**config.mk**
```make
export PLATFORM = sky130hd
export DESIGN_NAME = omp_ctrl
export DESIGN_NICKNAME = d
export VERILOG_FILES = /design/src/sv/omp_pkg.sv /design/src/sv/omp_ctrl.sv
export SDC_FILE = /design/constraint.sdc
export NUM_CORES = 1
export LEC_CHECK = 0
export BUFFER_PORTS_ARGS = -buffer_cell sky130_fd_sc_hd__buf_4
export CAP_MARGIN = 30
export CORE_UTILIZATION = 62
export DETAILED_ROUTE_END_ITERATION = 10
export HOLD_SLACK_MARGIN = 0.05
export PLACE_DENSITY = 0.84
export RECOVER_POWER = 25
export SYNTH_ARGS = -nofsm -noshare
export SYNTH_HDL_FRONTEND = slang
export SYNTH_SLANG_ARGS = --single-unit
```
**constraint.sdc**
```tcl
create_clock -name clk -period 4 [get_ports clk]
set_input_delay 0.4 -clock clk [delete_from_list [all_inputs] [get_ports clk]]
set_output_delay 0.4 -clock clk [all_outputs]
set_load 0.03 [all_outputs]
```
**src/sv/omp_pkg.sv**
```systemverilog
`default_nettype none
package omp_pkg;

  localparam int MAX_OBSTACLES = 16;
  localparam logic [5:0] MAX_STEPS = 6'd63;

  localparam int HALF_TURN    = 25736;
  localparam int FULL_TURN    = 51472;
  localparam int QUARTER_TURN = 12868;
  // wrap offset: a multiple of a full turn that keeps every yaw sum positive
  localparam int WRAP_BIAS    = FULL_TURN * 2048;
  localparam int WRAP_ROUNDS  = 12;

  localparam int CORDIC_ROUNDS = 17;
  localparam int CORDIC_GAIN   = 652032874;
  localparam int SQRT_ROUNDS   = 32;

  localparam logic [1:0] CFG_RATE    = 2'd0;
  localparam logic [1:0] CFG_STEP    = 2'd1;
  localparam logic [1:0] CFG_HORIZON = 2'd2;

  typedef enum logic [4:0] {
    OP_NONE, OP_LOAD, OP_STORE, OP_MDX, OP_MDY, OP_MOM, OP_SQX, OP_SQY, OP_SQA,
    OP_SQRT, OP_HINIT, OP_WSTEP, OP_HSET, OP_MPX, OP_MPY, OP_MPW, OP_YADD,
    OP_CINIT, OP_CSTEP, OP_VC, OP_VS, OP_VEND
  } op_t;

  typedef struct packed {
    op_t        op;
    logic [5:0] iter;
    logic       path_end;
  } cmd_t;

  typedef struct packed {
    logic seen;
    logic idx_ok;
    logic last;
    logic path;
    logic first_step;
  } stat_t;

  function automatic logic signed [20:0] atan_q16(input logic [4:0] i);
    logic signed [20:0] r;
    case (i)
      5'd0:    r = 21'sd51472;
      5'd1:    r = 21'sd30386;
      5'd2:    r = 21'sd16055;
      5'd3:    r = 21'sd8150;
      5'd4:    r = 21'sd4091;
      5'd5:    r = 21'sd2047;
      5'd6:    r = 21'sd1024;
      5'd7:    r = 21'sd512;
      5'd8:    r = 21'sd256;
      5'd9:    r = 21'sd128;
      5'd10:   r = 21'sd64;
      5'd11:   r = 21'sd32;
      5'd12:   r = 21'sd16;
      5'd13:   r = 21'sd8;
      5'd14:   r = 21'sd4;
      5'd15:   r = 21'sd2;
      5'd16:   r = 21'sd1;
      default: r = 21'sd0;
    endcase
    return r;
  endfunction

  function automatic logic signed [31:0] sat32(input logic signed [35:0] v);
    logic signed [31:0] r;
    if (v > 36'sd2147483647) r = 32'sh7fffffff;
    else if (v < -36'sd2147483648) r = 32'sh80000000;
    else r = v[31:0];
    return r;
  endfunction

endpackage
`default_nettype wire

```
**src/sv/omp_ctrl.sv**
```systemverilog
`default_nettype none
module omp_ctrl (
  input  wire logic          clk,
  input  wire logic          rst,
  input  wire logic          in_valid,
  output logic               in_ready,
  output logic               out_valid,
  input  wire logic          out_ready,
  input  wire omp_pkg::stat_t stat,
  output omp_pkg::cmd_t      cmd
);

  typedef enum logic [21:0] {
    S_IDLE  = 22'h000001, S_CHECK = 22'h000002, S_MDY   = 22'h000004,
    S_MOM   = 22'h000008, S_SQX   = 22'h000010, S_SQY   = 22'h000020,
    S_SQA   = 22'h000040, S_SQRT  = 22'h000080, S_HINIT = 22'h000100,
    S_HWRAP = 22'h000200, S_HSET  = 22'h000400, S_EMIT  = 22'h000800,
    S_MPX   = 22'h001000, S_MPY   = 22'h002000, S_MPW   = 22'h004000,
    S_YADD  = 22'h008000, S_WRAP  = 22'h010000, S_CINIT = 22'h020000,
    S_CSTEP = 22'h040000, S_VC    = 22'h080000, S_VS    = 22'h100000,
    S_VEND  = 22'h200000
  } state_t;

  state_t     state, state_next;
  logic [5:0] cnt, cnt_next;

  always_ff @(posedge clk) begin
    if (rst) begin
      state <= S_IDLE;
      cnt   <= '0;
    end else begin
      state <= state_next;
      cnt   <= cnt_next;
    end
  end

  always_comb begin
    state_next   = state;
    cnt_next     = cnt;
    in_ready     = 1'b0;
    out_valid    = 1'b0;
    cmd.op       = omp_pkg::OP_NONE;
    cmd.iter     = cnt;
    cmd.path_end = 1'b0;
    case (state)
      S_IDLE: begin
        in_ready = 1'b1;
        if (in_valid) begin
          cmd.op     = omp_pkg::OP_LOAD;
          state_next = S_CHECK;
        end
      end
      S_CHECK: begin
        if (!stat.idx_ok) begin
          state_next = S_IDLE;
        end else if (!stat.seen) begin
          cmd.op     = omp_pkg::OP_STORE;
          state_next = S_IDLE;
        end else begin
          cmd.op     = omp_pkg::OP_MDX;
          state_next = S_MDY;
        end
      end
      S_MDY: begin cmd.op = omp_pkg::OP_MDY; state_next = S_MOM; end
      S_MOM: begin cmd.op = omp_pkg::OP_MOM; state_next = S_SQX; end
      S_SQX: begin cmd.op = omp_pkg::OP_SQX; state_next = S_SQY; end
      S_SQY: begin cmd.op = omp_pkg::OP_SQY; state_next = S_SQA; end
      S_SQA: begin
        cmd.op     = omp_pkg::OP_SQA;
        cnt_next   = '0;
        state_next = S_SQRT;
      end
      S_SQRT: begin
        cmd.op = omp_pkg::OP_SQRT;
        if (cnt == 6'(omp_pkg::SQRT_ROUNDS - 1)) begin
          cnt_next   = '0;
          state_next = S_HINIT;
        end else begin
          cnt_next = cnt + 6'd1;
        end
      end
      S_HINIT: begin
        cmd.op     = omp_pkg::OP_HINIT;
        cnt_next   = '0;
        state_next = S_HWRAP;
      end
      S_HWRAP: begin
        cmd.op = omp_pkg::OP_WSTEP;
        if (cnt == 6'(omp_pkg::WRAP_ROUNDS - 1)) begin
          cnt_next   = '0;
          state_next = S_HSET;
        end else begin
          cnt_next = cnt + 6'd1;
        end
      end
      S_HSET: begin cmd.op = omp_pkg::OP_HSET; state_next = S_EMIT; end
      S_EMIT: begin
        out_valid = 1'b1;
        if (out_ready) state_next = stat.last ? S_IDLE : S_MPX;
      end
      S_MPX: begin cmd.op = omp_pkg::OP_MPX; state_next = S_MPY; end
      S_MPY: begin cmd.op = omp_pkg::OP_MPY; state_next = S_MPW; end
      S_MPW: begin
        cmd.op = omp_pkg::OP_MPW;
        // straight path keeps its heading: velocity only changes after step 0
        if (!stat.path && !stat.first_step) begin
          cmd.path_end = 1'b1;
          state_next   = S_MPX;
        end else begin
          state_next = S_YADD;
        end
      end
      S_YADD: begin
        cmd.op     = omp_pkg::OP_YADD;
        cnt_next   = '0;
        state_next = S_WRAP;
      end
      S_WRAP: begin
        cmd.op = omp_pkg::OP_WSTEP;
        if (cnt == 6'(omp_pkg::WRAP_ROUNDS - 1)) begin
          cnt_next   = '0;
          state_next = S_CINIT;
        end else begin
          cnt_next = cnt + 6'd1;
        end
      end
      S_CINIT: begin
        cmd.op     = omp_pkg::OP_CINIT;
        cnt_next   = '0;
        state_next = S_CSTEP;
      end
      S_CSTEP: begin
        cmd.op = omp_pkg::OP_CSTEP;
        if (cnt == 6'(omp_pkg::CORDIC_ROUNDS - 1)) begin
          cnt_next   = '0;
          state_next = S_VC;
        end else begin
          cnt_next = cnt + 6'd1;
        end
      end
      S_VC: begin cmd.op = omp_pkg::OP_VC; state_next = S_VS; end
      S_VS: begin cmd.op = omp_pkg::OP_VS; state_next = S_VEND; end
      S_VEND: begin
        cmd.op       = omp_pkg::OP_VEND;
        cmd.path_end = 1'b1;
        state_next   = stat.path ? S_EMIT : S_MPX;
      end
      default: state_next = S_IDLE;
    endcase
  end

endmodule
`default_nettype wire

```
==> impl_metrics.json <==
{
  "place_worst_setup_slack_ps": 1090,
  "wl_met3_um": 303,
  "worst_r2r_endpoint": "state[19]",
  "worst-r2r-setup-slack_ps": 1090,
  "drt_drc_violations_left": 0,
  "syn_inst": 222,
  "synthDistinctLibCells": 60,
  "cts.root.buffer_cell": "sky130_fd_sc_hd__clkbuf_4",
  "layout_worst_path_cycle_share": 0.843,
  "netlist_top_cells_area": "sky130_fd_sc_hd__dfxtp_1 (31%), sky130_fd_sc_hd__nor2_1 (5.7%), sky130_fd_sc_hd__nor4_1 (4.1%)",
  "max-vdd-ir-drop_uv": 239,
  "fp-row-count": 19,
  "rsz_0062_raised_after_global_routing": "no",
  "main_combinational_cell_family_by_area_after_synthesis": "simple AND/OR/NAND/NOR gates",
  "fp.dieW_um": 56.4,
  "antenna_cells_inserted": 0,
  "wirelength_met1_um": 2100,
  "fillers": 234,
  "synth.yosys.warnings": 0,
  "floorplan.initialDensity": 0.660,
  "synthToLayoutAreaGrowth_pct": 9.00,
  "slew_of_the_pin_with_the_lowest_slew_margin_ps": 657,
  "routed_wirelength_um": 4600,
  "asr_flop_ratio_synth": 0,
  "post_drt_via_cell_ratio": 6.64,
  "clock.fmax_mhz": 297,
  "worst_hold_path_type": "in2reg",
  "chipHeight_um": 56.4,
  "ys_seq_elements": 28,
  "share_of_synthesized_area_spent_on_multiplexers": 0.00613,
  "grt_first_pass_wirelength_um": 7400,
  "synth_edf_count": 0,
  "routed_wire_length_per_instance_um": 16.9,
  "grt_antenna_before_repair": 0,
  "final_cells": 272,
  "crit_path_max_fanout": 8,
  "io-pin-count": 23,
  "place.port_buffers": 22,
  "clock_latency_ps": 330,
  "htree_num_levels": 1,
  "timing.slew.headroom": 0.560,
  "ctsLongestPathBuffers": 2,
  "reg2reg_from": "state[18]",
  "syn-mean-instance-area_um2": 8.27,
  "place_hpwl_um": 3610,
  "cts_tree": "yes",
  "critical_path.endpoint_type": "output port",
  "run_status": "completed",
  "setup_tns_ps": 0,
  "fin_nets": 253,
  "ctsResizeCount": 0,
  "routed.top_layer": "met4",
  "final_layout_size_suffix_gt1_frac": 0.158,
  "grt_util_all_layers": 0.297,
  "maxCapViolCount": 0,
  "start_kind": "flop",
  "drt-initial-drc-count": 131,
  "drv_slew": 0,
  "clock_sink_count": 28,
  "synth-adder-area-share": 0.0136,
  "synth_area_leader_cell": "sky130_fd_sc_hd__dfxtp_1",
  "gp_congestion": 0.892,
  "startpoint": "state[18]",
  "clkSlewWorstSetupHoldPaths_ps": 150,
  "synth.net_count": 233,
  "ys_seq_area_frac": 0.305,
  "final_cell_mix": "sky130_fd_sc_hd__nor2_1 (28), sky130_fd_sc_hd__dfxtp_1 (28), sky130_fd_sc_hd__nand2_1 (19), sky130_fd_sc_hd__buf_4 (16), sky130_fd_sc_hd__nor4_1 (12)",
  "synth_compound_area_frac": 0.157,
  "numCtsBuffers": 3,
  "ys.flop_type": "sky130_fd_sc_hd__dfxtp_1",
  "netlist.area_leader.share": 0.305,
  "worst-setup-path-type": "reg2out",
  "min_period_ps": 3370,
  "floorplan.core_area_um2": 2780,
  "synth-simple-area-share": 0.438,
  "synthXorXnorAreaFrac": 0.0382,
  "post_synth_design_cell_area_um2": 1840,
  "antenna_violating_nets_post_route": 0,
  "design.die.area_um2": 3180,
  "worstPathArrival_ps": 2970,
  "length_in_cells_of_the_worst_reg_to_reg_path": 7,
  "total_leakage_power_nw": 0.727,
  "min_delay_path_depth": 2,
  "met2RoutedLength_um": 2050,
  "finalCoreUtilization": 0.719,
  "timing.critical_path.to": "cmd[7]",
  "finalSetupViolations": 0,
  "dp.cells": 268,
  "postCtsSetupBuffers": 0,
  "hold_viol": 0,
  "globalRoute.totalOverflow": 0,
  "maximum_number_of_pins_on_one_net_before_global_route_repair": 16,
  "worst_skew_ps": 2.06,
  "drt_first_pass_iters": 5,
  "worst_endpoint_required_time_ps": 3600,
  "num_vias": 1807,
  "power.density_cell_area_nw_per_um2": 291,
  "setup_slack_ps": 628,
  "first_global_vias": 1631,
  "cts_hold_repair_buffers": 0,
  "timing.hold.ws_ps": 312
}
-- worst min-delay path by stage --
stage | start | endpoint | slack, ps
floorplan | state[2] | state[3] | 490
global placement | cnt[1] | cnt[1] | 500
detailed placement | state[2] | state[3] | 510
CTS | rst | state[16] | 290
global route | rst | state[16] | 310
finish | rst | state[16] | 310
-- critical path, stage by stage, from the launching register on --
cell                        delay [ps]
sky130_fd_sc_hd__dfxtp_1           410
sky130_fd_sc_hd__nor4_2            550
sky130_fd_sc_hd__nand4_1           370
sky130_fd_sc_hd__or4b_4            630
sky130_fd_sc_hd__o2111ai_1         310
sky130_fd_sc_hd__nor3_1            100
sky130_fd_sc_hd__nand3_1           100
sky130_fd_sc_hd__buf_4             160
-- sequential cells by signal, indices dropped and copies added, names as in the netlist --
register	flops
state	22
cnt	6
-- synth_stat cells (4+ instances only) --
cell	instances
sky130_fd_sc_hd__a21oi_1	10
sky130_fd_sc_hd__clkbuf_1	4
sky130_fd_sc_hd__dfxtp_1	28
sky130_fd_sc_hd__inv_1	11
sky130_fd_sc_hd__nand2_1	19
sky130_fd_sc_hd__nand2b_1	7
sky130_fd_sc_hd__nand3_1	11
sky130_fd_sc_hd__nor2_1	28
sky130_fd_sc_hd__nor3_1	7
sky130_fd_sc_hd__nor4_1	12
sky130_fd_sc_hd__nor4b_1	4
sky130_fd_sc_hd__o21ai_0	4
sky130_fd_sc_hd__xnor2_1	5
-- final cells by class --
cell class / instances / area (µm²) / share of cell area
Clock buffer: 4 / 36.3 / 0.0181
Sequential cell: 28 / 561 / 0.280
Tap cell: 31 / 38.8 / 0.0194
Multi-Input combinational cell: 176 / 1180 / 0.590
Timing Repair Buffer: 22 / 143 / 0.0713
Inverter: 11 / 41.3 / 0.0206
-- metal layers --
metal	vias to the layer above	GRT usage
met1	841	0.397
met3	15	0.0484
li1	870	-
met4	0	0.132
met5	-	0
met2	81	0.469
-- cell families (layout without fill, tap and decap cells) --
kind of cell               count (synthesis)  count (layout)
DFF                                       28              28
muxes                                      1               1
buffers and inverters                     18              37
AOI/OAI and AO/OA                         38              38
and+or+nand+nor                          127             127
xor gates and xnor gates                   8               8
adders and majority gates                  2               2
-- where the power goes --
group	total [mW]	switching, mW	internal [mW]
clock	0.140	0.0846	0.0558
sequential	0.297	0.0134	0.284
combinational	0.145	0.0885	0.0564
total	0.583	0.186	0.396
-- through the flow --
stage	power, mW	area, µm²
2_1_floorplan	0.407	1840
3_3_place_gp	0.443	2000
3_5_place_dp	0.446	2000
4_1_cts	0.582	2040
5_1_grt	0.604	2000
6_report	0.583	2000
(Power assumes the default switching activity.)
